===== config.mk =====
export PLATFORM = sky130hd
export DESIGN_NAME = thermal_fan_level_policy_top_flat
export DESIGN_NICKNAME = d
export VERILOG_FILES = /design/src/design/tflp_pkg.sv /design/src/design/tflp_in_if.sv /design/src/design/tflp_out_if.sv /design/src/design/tflp_front.sv /design/src/design/tflp_queue.sv /design/src/design/tflp_back.sv /design/src/design/thermal_fan_level_policy_top.sv /design/src/flat_wrapper.sv
export SDC_FILE = /design/constraint.sdc
export NUM_CORES = 1
export LEC_CHECK = 0
export BUFFER_PORTS_ARGS = -buffer_cell sky130_fd_sc_hd__buf_2
export CAP_MARGIN = 10
export CORE_MARGIN = 5
export CORE_UTILIZATION = 35
export DETAILED_ROUTE_END_ITERATION = 8
export PLACE_DENSITY_LB_ADDON = 0.1
export SLEW_MARGIN = 10
export SYNTH_ARGS = -nofsm -noshare
export SYNTH_HDL_FRONTEND = slang
export SYNTH_SLANG_ARGS = --single-unit

===== constraint.sdc =====
create_clock -name clk -period 7 [get_ports clk]
set_clock_uncertainty 0.2 [all_clocks]
set_input_delay 0.7 -clock clk [delete_from_list [all_inputs] [get_ports clk]]
set_output_delay 0.7 -clock clk [all_outputs]
set_load 0.005 [all_outputs]

===== src/design/tflp_pkg.sv =====
// Package for the thermal fan level policy block.
// Holds widths, codes, the configuration set and the queue entry/result types.
// No dependencies.
`timescale 1ns / 1ps
`default_nettype none
package tflp_pkg;

  localparam int TEMP_W   = 19;
  localparam int SUM_W    = TEMP_W + 1;
  localparam int THR_W    = 18;
  localparam int MARGIN_W = 16;
  localparam int DUTY_W   = 7;
  localparam int MASK_W   = 6;
  localparam int CFG_W    = 18;

  localparam int NUM_FANS = 6;
  localparam logic [MASK_W-1:0] FAN_MASK = MASK_W'((64'd1 << NUM_FANS) - 64'd1);

  localparam int Q_DEPTH = 2;
  localparam int QPTR_W  = (Q_DEPTH > 1) ? $clog2(Q_DEPTH) : 1;
  localparam int QCNT_W  = $clog2(Q_DEPTH + 1);

  localparam logic [THR_W-1:0]    RST_THRESH_MID  = THR_W'(41000);
  localparam logic [THR_W-1:0]    RST_THRESH_FULL = THR_W'(46000);
  localparam logic [THR_W-1:0]    RST_THRESH_HIGH = THR_W'(61000);
  localparam logic [THR_W-1:0]    RST_THRESH_CRIT = THR_W'(66000);
  localparam logic [MARGIN_W-1:0] RST_CLR_MARGIN  = MARGIN_W'(5000);
  localparam logic [DUTY_W-1:0]   RST_DUTY_LOW    = DUTY_W'(50);
  localparam logic [DUTY_W-1:0]   RST_DUTY_MID    = DUTY_W'(75);
  localparam logic [DUTY_W-1:0]   RST_DUTY_FULL   = DUTY_W'(100);

  typedef enum logic [2:0] {
    LVL_DEFAULT = 3'd0,
    LVL_MID     = 3'd1,
    LVL_FULL    = 3'd2,
    LVL_HIGH    = 3'd3,
    LVL_CRIT    = 3'd4
  } level_t;

  typedef enum logic [1:0] {
    ST_OK          = 2'd0,
    ST_SENSOR_FAIL = 2'd1,
    ST_DUTY_FAIL   = 2'd2
  } status_t;

  typedef enum logic [2:0] {
    CFG_THRESH_MID  = 3'd0,
    CFG_THRESH_FULL = 3'd1,
    CFG_THRESH_HIGH = 3'd2,
    CFG_THRESH_CRIT = 3'd3,
    CFG_CLR_MARGIN  = 3'd4,
    CFG_DUTY_LOW    = 3'd5,
    CFG_DUTY_MID    = 3'd6,
    CFG_DUTY_FULL   = 3'd7
  } cfg_idx_t;

  typedef struct packed {
    logic [THR_W-1:0]    thresh_mid;
    logic [THR_W-1:0]    thresh_full;
    logic [THR_W-1:0]    thresh_high;
    logic [THR_W-1:0]    thresh_crit;
    logic [MARGIN_W-1:0] clear_margin;
    logic [DUTY_W-1:0]   duty_low;
    logic [DUTY_W-1:0]   duty_mid;
    logic [DUTY_W-1:0]   duty_full;
  } cfg_t;

  // Classified poll, as it waits between the front and the back.
  typedef struct packed {
    status_t             status;
    level_t              temp_level;
    logic                fault;
    logic                below_clear;
    logic                duty_write;
    logic [DUTY_W-1:0]   duty_value;
    logic                wdt_enable;
    logic                wdt_kick;
  } cls_t;

  typedef struct packed {
    logic                duty_write;
    logic [DUTY_W-1:0]   duty_value;
    level_t              level;
    logic                alarm_active;
    logic                alarm_raised;
    logic                alarm_cleared;
    logic                shutdown_request;
    logic                wdt_enable;
    logic                wdt_kick;
    status_t             status;
  } res_t;

endpackage
`default_nettype wire


===== src/design/tflp_in_if.sv =====
// Poll channel: valid/ready handshake with the sensor, duty, fan and watchdog readings.
// Depends on tflp_pkg for field widths.
`timescale 1ns / 1ps
`default_nettype none
interface tflp_in_if;
  logic                                valid;
  logic                                ready;
  logic signed [tflp_pkg::TEMP_W-1:0]  temp_a;
  logic signed [tflp_pkg::TEMP_W-1:0]  temp_b;
  logic                                temps_ok;
  logic                                duty_read_ok;
  logic [tflp_pkg::DUTY_W-1:0]         current_duty;
  logic [tflp_pkg::MASK_W-1:0]         fan_fault_mask;
  logic                                wdt_read_ok;
  logic                                wdt_disabled;

  modport source (
    output valid, temp_a, temp_b, temps_ok, duty_read_ok, current_duty,
           fan_fault_mask, wdt_read_ok, wdt_disabled,
    input  ready
  );
  modport sink (
    input  valid, temp_a, temp_b, temps_ok, duty_read_ok, current_duty,
           fan_fault_mask, wdt_read_ok, wdt_disabled,
    output ready
  );
endinterface
`default_nettype wire


===== src/design/tflp_out_if.sv =====
// Result channel: valid/ready handshake with the per-poll policy decision.
// Depends on tflp_pkg for field widths.
`timescale 1ns / 1ps
`default_nettype none
interface tflp_out_if;
  logic                         valid;
  logic                         ready;
  logic                         duty_write;
  logic [tflp_pkg::DUTY_W-1:0]  duty_value;
  logic [2:0]                   level;
  logic                         alarm_active;
  logic                         alarm_raised;
  logic                         alarm_cleared;
  logic                         shutdown_request;
  logic                         wdt_enable;
  logic                         wdt_kick;
  logic [1:0]                   status;

  modport source (
    output valid, duty_write, duty_value, level, alarm_active, alarm_raised,
           alarm_cleared, shutdown_request, wdt_enable, wdt_kick, status,
    input  ready
  );
  modport sink (
    input  valid, duty_write, duty_value, level, alarm_active, alarm_raised,
           alarm_cleared, shutdown_request, wdt_enable, wdt_kick, status,
    output ready
  );
endinterface
`default_nettype wire


===== src/design/tflp_front.sv =====
// Front classifier: averages the readings, sorts into a temperature level, settles duty.
// Depends on tflp_pkg. Carries no state; the result is written into the queue.
`timescale 1ns / 1ps
`default_nettype none
module tflp_front (
  input  tflp_pkg::cfg_t                     cfg,
  input  logic signed [tflp_pkg::TEMP_W-1:0] temp_a,
  input  logic signed [tflp_pkg::TEMP_W-1:0] temp_b,
  input  logic                               temps_ok,
  input  logic                               duty_read_ok,
  input  logic [tflp_pkg::DUTY_W-1:0]        current_duty,
  input  logic [tflp_pkg::MASK_W-1:0]        fan_fault_mask,
  input  logic                               wdt_read_ok,
  input  logic                               wdt_disabled,
  output tflp_pkg::cls_t                     cls
);

  logic signed [tflp_pkg::SUM_W-1:0] sum;
  logic signed [tflp_pkg::SUM_W-1:0] avg;
  logic signed [tflp_pkg::SUM_W-1:0] thr_mid_s, thr_full_s, thr_high_s, thr_crit_s;
  logic signed [tflp_pkg::SUM_W-1:0] clr_thr;
  logic                              gt_mid, gt_full, gt_high, gt_crit;
  tflp_pkg::level_t                  temp_level;
  logic [tflp_pkg::DUTY_W-1:0]       lvl_duty;
  logic                              fault;

  localparam int EXT_T = tflp_pkg::SUM_W - tflp_pkg::THR_W;
  localparam int EXT_M = tflp_pkg::SUM_W - tflp_pkg::MARGIN_W;

  // Truncate toward zero: add one to negative sums before the halving shift.
  assign sum = {temp_a[tflp_pkg::TEMP_W-1], temp_a} + {temp_b[tflp_pkg::TEMP_W-1], temp_b};
  assign avg = signed'(sum + {{(tflp_pkg::SUM_W-1){1'b0}}, sum[tflp_pkg::SUM_W-1]}) >>> 1;

  assign thr_mid_s  = signed'({{EXT_T{1'b0}}, cfg.thresh_mid});
  assign thr_full_s = signed'({{EXT_T{1'b0}}, cfg.thresh_full});
  assign thr_high_s = signed'({{EXT_T{1'b0}}, cfg.thresh_high});
  assign thr_crit_s = signed'({{EXT_T{1'b0}}, cfg.thresh_crit});
  assign clr_thr    = thr_high_s - signed'({{EXT_M{1'b0}}, cfg.clear_margin});

  assign gt_mid  = avg > thr_mid_s;
  assign gt_full = avg > thr_full_s;
  assign gt_high = avg > thr_high_s;
  assign gt_crit = avg > thr_crit_s;

  // Highest matching band wins, which also covers unordered thresholds.
  always_comb begin
    if (gt_crit) begin
      temp_level = tflp_pkg::LVL_CRIT;
    end else if (gt_high) begin
      temp_level = tflp_pkg::LVL_HIGH;
    end else if (gt_full) begin
      temp_level = tflp_pkg::LVL_FULL;
    end else if (gt_mid) begin
      temp_level = tflp_pkg::LVL_MID;
    end else begin
      temp_level = tflp_pkg::LVL_DEFAULT;
    end
  end

  always_comb begin
    unique case (temp_level)
      tflp_pkg::LVL_DEFAULT: lvl_duty = cfg.duty_low;
      tflp_pkg::LVL_MID:     lvl_duty = cfg.duty_mid;
      default:               lvl_duty = cfg.duty_full;
    endcase
  end

  assign fault = |(fan_fault_mask & tflp_pkg::FAN_MASK);

  always_comb begin
    cls             = '0;
    cls.temp_level  = temp_level;
    cls.fault       = fault;
    cls.below_clear = avg < clr_thr;
    cls.wdt_kick    = wdt_read_ok;
    cls.wdt_enable  = wdt_read_ok & wdt_disabled;
    if (!temps_ok) begin
      cls.status     = tflp_pkg::ST_SENSOR_FAIL;
      cls.duty_write = 1'b1;
      cls.duty_value = cfg.duty_mid;
    end else if (!duty_read_ok) begin
      cls.status     = tflp_pkg::ST_DUTY_FAIL;
    end else begin
      cls.status = tflp_pkg::ST_OK;
      if (fault) begin
        cls.duty_write = 1'b1;
        cls.duty_value = cfg.duty_full;
      end else if (current_duty != lvl_duty) begin
        cls.duty_write = 1'b1;
        cls.duty_value = lvl_duty;
      end
    end
  end

endmodule
`default_nettype wire


===== src/design/tflp_queue.sv =====
// Short register queue between the front classifier and the back state stage.
// Depends on tflp_pkg for the entry type and depth.
`timescale 1ns / 1ps
`default_nettype none
module tflp_queue (
  input  logic           clk,
  input  logic           rst_n,
  input  logic           push,
  input  tflp_pkg::cls_t push_data,
  output logic           full,
  input  logic           pop,
  output logic           not_empty,
  output tflp_pkg::cls_t pop_data
);

  tflp_pkg::cls_t                mem_r [tflp_pkg::Q_DEPTH];
  logic [tflp_pkg::QPTR_W-1:0]   wr_ptr_r, wr_ptr_nxt;
  logic [tflp_pkg::QPTR_W-1:0]   rd_ptr_r, rd_ptr_nxt;
  logic [tflp_pkg::QCNT_W-1:0]   cnt_r, cnt_nxt;

  localparam logic [tflp_pkg::QPTR_W-1:0] LAST = tflp_pkg::QPTR_W'(tflp_pkg::Q_DEPTH - 1);
  localparam logic [tflp_pkg::QCNT_W-1:0] FULL_CNT = tflp_pkg::QCNT_W'(tflp_pkg::Q_DEPTH);

  assign full      = cnt_r == FULL_CNT;
  assign not_empty = cnt_r != '0;
  assign pop_data  = mem_r[rd_ptr_r];

  always_comb begin
    wr_ptr_nxt = wr_ptr_r;
    rd_ptr_nxt = rd_ptr_r;
    cnt_nxt    = cnt_r;
    if (push) begin
      wr_ptr_nxt = (wr_ptr_r == LAST) ? '0 : wr_ptr_r + 1'b1;
    end
    if (pop) begin
      rd_ptr_nxt = (rd_ptr_r == LAST) ? '0 : rd_ptr_r + 1'b1;
    end
    if (push && !pop) begin
      cnt_nxt = cnt_r + 1'b1;
    end else if (pop && !push) begin
      cnt_nxt = cnt_r - 1'b1;
    end
  end

  always_ff @(posedge clk) begin
    if (!rst_n) begin
      wr_ptr_r <= '0;
      rd_ptr_r <= '0;
      cnt_r    <= '0;
    end else begin
      wr_ptr_r <= wr_ptr_nxt;
      rd_ptr_r <= rd_ptr_nxt;
      cnt_r    <= cnt_nxt;
    end
  end

  always_ff @(posedge clk) begin
    if (push) begin
      mem_r[wr_ptr_r] <= push_data;
    end
  end

endmodule
`default_nettype wire


===== src/design/tflp_back.sv =====
// Back stage: applies fan level and alarm state to classified polls, holds the result beat.
// Depends on tflp_pkg for the entry and result types.
`timescale 1ns / 1ps
`default_nettype none
module tflp_back (
  input  logic           clk,
  input  logic           rst_n,
  input  logic           q_valid,
  input  tflp_pkg::cls_t q_data,
  output logic           q_pop,
  output logic           res_valid,
  input  logic           res_ready,
  output tflp_pkg::res_t res
);

  tflp_pkg::level_t fan_level_r, fan_level_nxt;
  logic             alarm_r, alarm_nxt;
  logic             valid_r, valid_nxt;
  tflp_pkg::res_t   res_r, res_nxt;

  tflp_pkg::level_t new_level;
  logic             changed, raised, cleared, shutdown, alarm_mid;

  assign q_pop     = q_valid && (!valid_r || res_ready);
  assign res_valid = valid_r;
  assign res       = res_r;

  always_comb begin
    new_level = q_data.temp_level;
    if (q_data.fault &&
        (fan_level_r < tflp_pkg::LVL_FULL || q_data.temp_level < tflp_pkg::LVL_FULL)) begin
      new_level = tflp_pkg::LVL_FULL;
    end
    changed   = new_level != fan_level_r;
    raised    = changed && new_level == tflp_pkg::LVL_HIGH &&
                fan_level_r <= tflp_pkg::LVL_FULL && !alarm_r;
    shutdown  = changed && new_level == tflp_pkg::LVL_CRIT;
    alarm_mid = alarm_r | raised;
    cleared   = alarm_mid && new_level < tflp_pkg::LVL_HIGH && q_data.below_clear;

    fan_level_nxt = fan_level_r;
    alarm_nxt     = alarm_r;
    res_nxt       = '0;
    res_nxt.duty_write = q_data.duty_write;
    res_nxt.duty_value = q_data.duty_value;
    res_nxt.wdt_enable = q_data.wdt_enable;
    res_nxt.wdt_kick   = q_data.wdt_kick;
    res_nxt.status     = q_data.status;
    if (q_data.status == tflp_pkg::ST_OK) begin
      fan_level_nxt = new_level;
      alarm_nxt     = alarm_mid & ~cleared;
      res_nxt.alarm_raised     = raised;
      res_nxt.alarm_cleared    = cleared;
      res_nxt.shutdown_request = shutdown;
    end
    res_nxt.level        = fan_level_nxt;
    res_nxt.alarm_active = alarm_nxt;

    valid_nxt = q_pop ? 1'b1 : (res_ready ? 1'b0 : valid_r);
  end

  always_ff @(posedge clk) begin
    if (!rst_n) begin
      fan_level_r <= tflp_pkg::LVL_DEFAULT;
      alarm_r     <= 1'b0;
      valid_r     <= 1'b0;
    end else begin
      valid_r <= valid_nxt;
      if (q_pop) begin
        fan_level_r <= fan_level_nxt;
        alarm_r     <= alarm_nxt;
      end
    end
  end

  always_ff @(posedge clk) begin
    if (q_pop) begin
      res_r <= res_nxt;
    end
  end

endmodule
`default_nettype wire


===== src/design/thermal_fan_level_policy_top.sv =====
// Top level of the thermal fan level policy block.
// Depends on tflp_pkg, tflp_in_if, tflp_out_if, tflp_front, tflp_queue and tflp_back.
`timescale 1ns / 1ps
`default_nettype none
// One poll beat in gives one result beat out. The block sustains one beat per
// cycle while the output side is not stalled: the front classifier (average,
// threshold compares, duty choice) sits combinationally in front of a two-entry
// queue, and the back stage applies the fan level and alarm state to each beat
// and loads the output register, from which the result is presented. The input
// side keeps accepting while a finished result waits, until the queue is full.
// Configuration registers are written through cfg_we/cfg_idx/cfg_wdata and must
// be changed only when no poll is in flight; write data is truncated to each
// register's width. Reset is synchronous and active low and loads the default
// thresholds and duties.
module thermal_fan_level_policy_top (
  input  logic                        clk,
  input  logic                        rst_n,
  tflp_in_if.sink                     in_ch,
  tflp_out_if.source                  out_ch,
  input  logic                        cfg_we,
  input  logic [2:0]                  cfg_idx,
  input  logic [tflp_pkg::CFG_W-1:0]  cfg_wdata
);

  tflp_pkg::cfg_t cfg_r;
  tflp_pkg::cls_t front_cls;
  tflp_pkg::cls_t q_data;
  tflp_pkg::res_t res;
  logic           q_full, q_valid, q_pop, push;

  // Configuration registers.
  always_ff @(posedge clk) begin
    if (!rst_n) begin
      cfg_r.thresh_mid   <= tflp_pkg::RST_THRESH_MID;
      cfg_r.thresh_full  <= tflp_pkg::RST_THRESH_FULL;
      cfg_r.thresh_high  <= tflp_pkg::RST_THRESH_HIGH;
      cfg_r.thresh_crit  <= tflp_pkg::RST_THRESH_CRIT;
      cfg_r.clear_margin <= tflp_pkg::RST_CLR_MARGIN;
      cfg_r.duty_low     <= tflp_pkg::RST_DUTY_LOW;
      cfg_r.duty_mid     <= tflp_pkg::RST_DUTY_MID;
      cfg_r.duty_full    <= tflp_pkg::RST_DUTY_FULL;
    end else if (cfg_we) begin
      unique case (tflp_pkg::cfg_idx_t'(cfg_idx))
        tflp_pkg::CFG_THRESH_MID:  cfg_r.thresh_mid   <= cfg_wdata[tflp_pkg::THR_W-1:0];
        tflp_pkg::CFG_THRESH_FULL: cfg_r.thresh_full  <= cfg_wdata[tflp_pkg::THR_W-1:0];
        tflp_pkg::CFG_THRESH_HIGH: cfg_r.thresh_high  <= cfg_wdata[tflp_pkg::THR_W-1:0];
        tflp_pkg::CFG_THRESH_CRIT: cfg_r.thresh_crit  <= cfg_wdata[tflp_pkg::THR_W-1:0];
        tflp_pkg::CFG_CLR_MARGIN:  cfg_r.clear_margin <= cfg_wdata[tflp_pkg::MARGIN_W-1:0];
        tflp_pkg::CFG_DUTY_LOW:    cfg_r.duty_low     <= cfg_wdata[tflp_pkg::DUTY_W-1:0];
        tflp_pkg::CFG_DUTY_MID:    cfg_r.duty_mid     <= cfg_wdata[tflp_pkg::DUTY_W-1:0];
        tflp_pkg::CFG_DUTY_FULL:   cfg_r.duty_full    <= cfg_wdata[tflp_pkg::DUTY_W-1:0];
      endcase
    end
  end

  // Front: classify the poll beat; it carries no state, so it never stalls on its own.
  tflp_front u_front (
    .cfg            (cfg_r),
    .temp_a         (in_ch.temp_a),
    .temp_b         (in_ch.temp_b),
    .temps_ok       (in_ch.temps_ok),
    .duty_read_ok   (in_ch.duty_read_ok),
    .current_duty   (in_ch.current_duty),
    .fan_fault_mask (in_ch.fan_fault_mask),
    .wdt_read_ok    (in_ch.wdt_read_ok),
    .wdt_disabled   (in_ch.wdt_disabled),
    .cls            (front_cls)
  );

  // Accept a beat whenever the queue has room.
  assign in_ch.ready = !q_full;
  assign push        = in_ch.valid && !q_full;

  tflp_queue u_queue (
    .clk       (clk),
    .rst_n     (rst_n),
    .push      (push),
    .push_data (front_cls),
    .full      (q_full),
    .pop       (q_pop),
    .not_empty (q_valid),
    .pop_data  (q_data)
  );

  // Back: advance state and hold the result beat until the sink takes it.
  tflp_back u_back (
    .clk       (clk),
    .rst_n     (rst_n),
    .q_valid   (q_valid),
    .q_data    (q_data),
    .q_pop     (q_pop),
    .res_valid (out_ch.valid),
    .res_ready (out_ch.ready),
    .res       (res)
  );

  assign out_ch.duty_write       = res.duty_write;
  assign out_ch.duty_value       = res.duty_value;
  assign out_ch.level            = res.level;
  assign out_ch.alarm_active     = res.alarm_active;
  assign out_ch.alarm_raised     = res.alarm_raised;
  assign out_ch.alarm_cleared    = res.alarm_cleared;
  assign out_ch.shutdown_request = res.shutdown_request;
  assign out_ch.wdt_enable       = res.wdt_enable;
  assign out_ch.wdt_kick         = res.wdt_kick;
  assign out_ch.status           = res.status;

  // A shutdown request only comes with the critical level.
  a_shutdown_crit: assert property (@(posedge clk) disable iff (!rst_n)
    out_ch.valid && out_ch.shutdown_request |-> out_ch.level == tflp_pkg::LVL_CRIT)
    else $error("shutdown request without critical level");

  // A raised alarm leaves the alarm active at the high level, never cleared in the same beat.
  a_raise_state: assert property (@(posedge clk) disable iff (!rst_n)
    out_ch.valid && out_ch.alarm_raised |->
      out_ch.alarm_active && out_ch.level == tflp_pkg::LVL_HIGH && !out_ch.alarm_cleared)
    else $error("alarm raise inconsistent with level or alarm flag");

  // Failed polls keep the state, so they report no events.
  a_fail_quiet: assert property (@(posedge clk) disable iff (!rst_n)
    out_ch.valid && out_ch.status != tflp_pkg::ST_OK |->
      !out_ch.alarm_raised && !out_ch.alarm_cleared && !out_ch.shutdown_request)
    else $error("event reported on a failed poll");

  // A cleared alarm reads inactive in the same beat.
  a_clear_inactive: assert property (@(posedge clk) disable iff (!rst_n)
    out_ch.valid && out_ch.alarm_cleared |-> !out_ch.alarm_active)
    else $error("alarm cleared but still active");

endmodule
`default_nettype wire


===== src/flat_wrapper.sv =====
// flat-port wrapper written by rule: the top's interface ports become plain ports
module thermal_fan_level_policy_top_flat 
  (clk, rst_n, cfg_we, cfg_idx, cfg_wdata, in_ch_valid, in_ch_temp_a, in_ch_temp_b, in_ch_temps_ok, in_ch_duty_read_ok, in_ch_current_duty, in_ch_fan_fault_mask, in_ch_wdt_read_ok, in_ch_wdt_disabled, in_ch_ready, out_ch_valid, out_ch_duty_write, out_ch_duty_value, out_ch_level, out_ch_alarm_active, out_ch_alarm_raised, out_ch_alarm_cleared, out_ch_shutdown_request, out_ch_wdt_enable, out_ch_wdt_kick, out_ch_status, out_ch_ready);
  tflp_in_if in_ch_i ();
  tflp_out_if out_ch_i ();
  input  logic clk;
  input  logic rst_n;
  input  logic cfg_we;
  input  logic [2:0] cfg_idx;
  input  logic [tflp_pkg::CFG_W-1:0] cfg_wdata;
  input wire logic [$bits(in_ch_i.valid)-1:0] in_ch_valid;
  input wire logic [$bits(in_ch_i.temp_a)-1:0] in_ch_temp_a;
  input wire logic [$bits(in_ch_i.temp_b)-1:0] in_ch_temp_b;
  input wire logic [$bits(in_ch_i.temps_ok)-1:0] in_ch_temps_ok;
  input wire logic [$bits(in_ch_i.duty_read_ok)-1:0] in_ch_duty_read_ok;
  input wire logic [$bits(in_ch_i.current_duty)-1:0] in_ch_current_duty;
  input wire logic [$bits(in_ch_i.fan_fault_mask)-1:0] in_ch_fan_fault_mask;
  input wire logic [$bits(in_ch_i.wdt_read_ok)-1:0] in_ch_wdt_read_ok;
  input wire logic [$bits(in_ch_i.wdt_disabled)-1:0] in_ch_wdt_disabled;
  output wire logic [$bits(in_ch_i.ready)-1:0] in_ch_ready;
  output wire logic [$bits(out_ch_i.valid)-1:0] out_ch_valid;
  output wire logic [$bits(out_ch_i.duty_write)-1:0] out_ch_duty_write;
  output wire logic [$bits(out_ch_i.duty_value)-1:0] out_ch_duty_value;
  output wire logic [$bits(out_ch_i.level)-1:0] out_ch_level;
  output wire logic [$bits(out_ch_i.alarm_active)-1:0] out_ch_alarm_active;
  output wire logic [$bits(out_ch_i.alarm_raised)-1:0] out_ch_alarm_raised;
  output wire logic [$bits(out_ch_i.alarm_cleared)-1:0] out_ch_alarm_cleared;
  output wire logic [$bits(out_ch_i.shutdown_request)-1:0] out_ch_shutdown_request;
  output wire logic [$bits(out_ch_i.wdt_enable)-1:0] out_ch_wdt_enable;
  output wire logic [$bits(out_ch_i.wdt_kick)-1:0] out_ch_wdt_kick;
  output wire logic [$bits(out_ch_i.status)-1:0] out_ch_status;
  input wire logic [$bits(out_ch_i.ready)-1:0] out_ch_ready;
  assign in_ch_i.valid = in_ch_valid;
  assign in_ch_i.temp_a = in_ch_temp_a;
  assign in_ch_i.temp_b = in_ch_temp_b;
  assign in_ch_i.temps_ok = in_ch_temps_ok;
  assign in_ch_i.duty_read_ok = in_ch_duty_read_ok;
  assign in_ch_i.current_duty = in_ch_current_duty;
  assign in_ch_i.fan_fault_mask = in_ch_fan_fault_mask;
  assign in_ch_i.wdt_read_ok = in_ch_wdt_read_ok;
  assign in_ch_i.wdt_disabled = in_ch_wdt_disabled;
  assign in_ch_ready = in_ch_i.ready;
  assign out_ch_valid = out_ch_i.valid;
  assign out_ch_duty_write = out_ch_i.duty_write;
  assign out_ch_duty_value = out_ch_i.duty_value;
  assign out_ch_level = out_ch_i.level;
  assign out_ch_alarm_active = out_ch_i.alarm_active;
  assign out_ch_alarm_raised = out_ch_i.alarm_raised;
  assign out_ch_alarm_cleared = out_ch_i.alarm_cleared;
  assign out_ch_shutdown_request = out_ch_i.shutdown_request;
  assign out_ch_wdt_enable = out_ch_i.wdt_enable;
  assign out_ch_wdt_kick = out_ch_i.wdt_kick;
  assign out_ch_status = out_ch_i.status;
  assign out_ch_i.ready = out_ch_ready;
  thermal_fan_level_policy_top u_core (.clk(clk), .rst_n(rst_n), .in_ch(in_ch_i), .out_ch(out_ch_i), .cfg_we(cfg_we), .cfg_idx(cfg_idx), .cfg_wdata(cfg_wdata));
endmodule

# [Word level (Yosys, flattened, before mapping)]
# Memories as Yosys holds them, arrays and structs flattened. A register that Yosys moved wholly into a read port is not among the register bits.
# Index checks and enable logic that the tools add are counted.
[totals] ff_bits=137 elab_cells=115 input_bits=81 ram_bits=34 memories=1 output_inout_bits=21
[op_classes] n_addsub=7 order_cmp=9 reduce_logical=33 bitwise_logic=4 mux=24 eq_ne=13
[mem_list] memory="u_core.u_queue.mem_r" words=2 word_bits=17 read_ports=1 rd_clocked_by_memory_dff=1 wr=1 line="tflp_queue.sv:16" source="tflp_pkg::cls_t mem_r [tflp_pkg::Q_DEPTH];"
[op_table] operator="$gt 19x19->1" count=4
[op_table] operator="$mux 8" count=4
[op_table] operator="$add 19x19->20" count=1
[op_table] operator="$add 20x1->20" count=1
[op_table] operator="$lt 19x19->1" count=1
[op_table] operator="$sub 18x16->19" count=1
[op_table] operator="$reduce_and 2->1" count=8
[op_table] operator="$eq 3x3->1 const B" count=5
[op_table] operator="$pmux 7 s2" count=1
[op_table] operator="$mux 2" count=6
[op_table] operator="$logic_and 1x1->1" count=11
[op_table] operator="$mux 1" count=10
[op_table] operator="$eq 3x2->1 const B" count=3
[op_table] operator="$lt 3x2->1 const B" count=3
[op_table] operator="$mux 3" count=3
[op_table] operator="$ne 7x7->1" count=1
[op_table] operator="$eq 3x1->1 const B" count=2
[op_table] operator="$logic_not 3->1" count=2
[op_table] operator="$reduce_bool 2->1" count=3
[op_table] operator="$reduce_or 6->1" count=1
[op_table] operator="$logic_not 1->1" count=5
[op_table] operator="$le 3x2->1 const B" count=1
[op_table] operator="$ne 3x3->1" count=1
[op_table] operator="$add 1x1->1 const B" count=2
[op_table] operator="8 further kinds" count=10

# [Logic depth before layout (Yosys ltp)]
[depth] depth_word=14 ltp_mapped=26

# [By module]
# Synthesis repeated with hierarchy kept, for this count alone.
[unflattened] hier_cells=1266 area_unflattened_um2=11735.0
[modules_own_cells] mod="tflp_front" cells_per_inst=712 instances=1 area_each_um2=5112.4
[modules_own_cells] mod="thermal_fan_level_policy_top" cells_per_inst=406 instances=1 area_each_um2=4224.1
[modules_own_cells] mod="tflp_queue" cells_per_inst=75 instances=1 area_each_um2=1446.4
[modules_own_cells] mod="tflp_back" cells_per_inst=73 instances=1 area_each_um2=952.2

# [Worst setup path after synthesis]
# No wires, ideal clock.
[synth_timing] kind="in2reg" startpoint="in in_ch_temp_b[14]" endpoint="mem u_core.u_queue.mem_r[0][2] (netlist name), data pin" setup_slack_ns=0.157 path_stages=26 t_arrival_ns=6.365 setup_ns=0.278 path_buffers=2 cell_sequence="ha_1 > buf_2 > nand3_1 > o211a_1 > a2bb2oi_2 > a41oi_2 > nor4b_4 > nand3_1 > nor2_1 > and3_1 > nand2_1 > xnor2_1 > ha_1 > nand4_1 > nor2_1 > o311a_1 > a2111oi_0 > o31a_1 > clkbuf_1 > nand2_1 > a21boi_0 > mux2i_1 > a311oi_1 > o2111ai_1 > o41ai_4 > o31ai_1"
[synth_lines] element="start, declared" line="flat_wrapper.sv:13" source="input wire logic [$bits(in_ch_i.temp_b)-1:0] in_ch_temp_b;"
[synth_lines] element="end, declared" line="tflp_queue.sv:16"

==> results.md <==
- Status: completed
- Final Core Density: 43.07%
- First-pass GRT wire length: 57,900 um
- Share of cells above drive strength 1: 21.14%
- Die X-Extent: 194.9 um
- Initial antenna violation count: 0
- Clk Latency, worst-skew pair: 440 ps
- Synth cell count leaders: nand2_1 (256), ha_1 (126), inv_1 (122), dfxtp_1 (119), a21boi_0 (75)
- Synthesis Warnings: 0
- GP Congestion: 0.8767
- Crit-path most repeated cell: buf_4
- CTS tree: built
- Hold Crit Class: register to register
- Number of vias per cell: 5.138
- DR vias: 10,589
- CTS H-tree lvls: 4
- Drt drc: 0
- Overall die height: 194.9 um
- Fin crit period: 6610 ps
- GRT overflow: 0
- Fill count: 3,443
- Clk root buf: clkbuf_16
- Post-detail-place hpwl: 28,390 um
- Ys async rst share: 0%
- First DRT Iteration DRCs: 579
- Critical path arrival: 6570 ps
- Average cell area after synthesis: 8.483 um^2
- Hold Crit Start: u_core.cfg_r[27]$_SDFFE_PN0P_
- # diodes: 0
- Max-cap check violation count: 0
- Starting density of the core: 35.61%
- Clock buffer count from CTS: 17
- Synth cell types: 87
- CTS Hold Bufs: 0
- CP Class: input port to register
- Primary FF master, synth: dfxtp_1
- Routed WL: 36,070 um
- Slew Viols, Final: 0
- Crit Path Max Fanout: 8
- Net count reported at finish: 1,809
- Pwr Density: 237.2 mW/mm^2
- Area contributors post-synth: dfxtp_1 (20%), edfxtp_1 (13%), ha_1 (13%), nand2_1 (8.0%), a21boi_0 (4.7%)
- Achievable Freq: 151.3 MHz
- Unrepaired setup endpoints after global routing: no
- Slowest stage cell, crit path: or4_1
- Cells after Synth: 1,411
- Worst path required time: 6960 ps
- Layout area overhead: 20.97%
- Total power: 3.435 mW
- Die area: 0.03800 mm^2
- Critical R2R Capture: u_core.u_queue.mem_r[0][10]$_DFFE_PP_
- CP Launch Type: input port
- Number of cell rows: 67
- Worst-Margin Slew: 951.0 ps
- EDFF count, synth: 53
- Reg clk slew, reported paths: 70 ps
- Largest net degree at the start of global routing: 74
- Pleak: 5.908 nW
- Multi-input gate area: 0.007462 mm^2
- Std-Cell Core Area: 0.03362 mm^2
- Syn nets: 1,620
- IO Port Bufs: 101
- Clock tree buffer depth: 2
- R2r startpoint: u_core.cfg_r[55]$_SDFFE_PN0P_
- Gr usage total: 18.83%
- # setup viols final: 0
- FF-to-FF setup slack: 2080 ps
- Final cycle utilization of the critical path: 94.43%
- Most numerous cell in the Yosys netlist: nand2_1
- Detail Route Antenna Nets: 0
- Path depth of the worst reg2reg path: 24
- WHS Endpoint: u_core.cfg_r[27]$_SDFFE_PN0P_
- Number of global-route vias before repair: 10,508
- Post-synthesis sequential area ratio: 33.20%
- Area leader, netlist: dfxtp_1
- Drt pass-1 iters: 5
- Synthesized cell area: 0.01197 mm^2
- FF/Latch Area: 0.003974 mm^2
- Boundary Pins: 102
- Worst setup EP type: register
- # clock sinks: 172
- Worst vdd ir: 0.1679 mV
- Synth Register Bits: 172
- Slew margin rel.: 36.53%
- Post-synth top area share: 19.90%
- Wirelength per Cell: 17.50 um
- Slowest Stage Delay on Critical Path: 590 ps
- Final number of hold-violating endpoints: 0
- WHS Path Cells: 2
-- area by class of cell --
cell class / count / share of cell area [%]
clock inverters: 14 / 1.020
inverters: 122 / 3.163
clock buffers: 18 / 2.964
flip-flops and latches: 172 / 27.45
repair buffers: 226 / 9.998
multi-input cells: 1061 / 51.54
well taps: 448 / 3.871
-- worst max-delay path: cells and delay by family --
| family | cells | cell delay, ps |
|---|---|---|
| AO/OA/AOI/OAI | 9 | 1830 |
| AND/OR/NAND/NOR | 7 | 1420 |
| buffers and inverters | 8 | 1170 |
| adder cells (fa/ha/maj) | 3 | 790 |
| multiplexers | 1 | 90 |
| XOR/XNOR | 2 | 520 |
-- cells by family after synthesis --
| logic type | count (synthesis) | share of synthesized area (%) |
|---|---|---|
| flops | 172 | 33.20 |
| buf+inv | 178 | 5.854 |
| mux | 32 | 2.875 |
| xor+xnor | 51 | 3.732 |
| simple gates | 507 | 20.15 |
| fa+ha+maj | 128 | 13.51 |
| compound gates | 343 | 20.68 |
-- layer usage --
metal,track usage [%],vias to the layer above,part of all wire (%)
met5,0,-,0
met4,4.215,0,1.5
met3,2.718,33,2.6
met2,32.29,151,48
met1,25.23,5000,48
li1,-,5405,-
-- power by group --
group	total (mW)	internal, mW	switching (mW)
clock network	0.934	0.477	0.457
logic	1.27	0.568	0.706
registers	1.23	1.17	0.0554
-- worst max path at each step --
stage | end | from | slack (ps)
floorplan | u_core.u_queue.mem_r[0][2]$_DFFE_PP_ | in_ch_temp_b[14] | 160
global placement | u_core.u_queue.mem_r[0][7]$_DFFE_PP_ | in_ch_temp_b[0] | -920
detailed placement | u_core.u_queue.mem_r[0][3]$_DFFE_PP_ | in_ch_temp_b[0] | -950
CTS | u_core.u_queue.mem_r[1][3]$_DFFE_PP_ | in_ch_temp_b[0] | 1
global route | u_core.u_queue.mem_r[1][6]$_DFFE_PP_ | in_ch_temp_b[0] | 30
finish | u_core.u_queue.mem_r[0][3]$_DFFE_PP_ | in_ch_temp_b[0] | 390
-- flip-flops by register name, summed over array words and instances, names as in the netlist, named ones only --
name	flops
u_core.u_back.fan_level_r	3
u_core.u_back.alarm_r	1
u_core.u_queue.cnt_r	2
u_core.u_queue.mem_r	34
u_core.u_queue.wr_ptr_r	1
u_core.u_back.res_valid	1
u_core.cfg_r	109
u_core.u_back.res	19
u_core.u_queue.rd_ptr_r	1
-- placed cells by master, fill, tap and decap left out, types with 10 or more instances in the layout --
cell type / instances
nand2_1: 255
clkbuf_16: 17
xnor2_1: 32
o21a_1: 12
nor2b_1: 15
mux2i_1: 13
edfxtp_1: 53
dfxtp_1: 119
mux2_2: 19
buf_2: 101
xor2_1: 17
and3_1: 11
o21ai_0: 39
nand3_1: 35
a31oi_1: 10
and2_1: 12
nand4_1: 27
nand2b_1: 20
buf_4: 124
o211ai_1: 46
a21oi_1: 47
inv_1: 122
a21boi_0: 74
nor2_1: 63
nor3_1: 19
a21o_1: 12
ha_1: 126
-- per-stage QoR --
step / instance area [um^2] / instances / hold slack, ps / setup TNS (ps) / worst slack (ps)
detailed placement: 13720 / 2026 / 261.1 / -14980 / -947.8
CTS: 14320 / 2058 / 258.0 / 0 / 0.9766
global placement: 13720 / 2026 / 252.8 / -14430 / -920.4
floorplan: 11970 / 1411 / 243.5 / 0 / 157.4
finish: 14480 / 2061 / 266.2 / 0 / 389.7
global route: 14480 / 2061 / 259.8 / 0 / 30.39
-- timing repair --
item                                    in CTS  in global routing
endpoints found under the setup margin      16                 16
buffers inserted                             0                  3
pin swaps                                    0                  7
gates resized for setup                      5                 31
(Power assumes the default switching activity.)
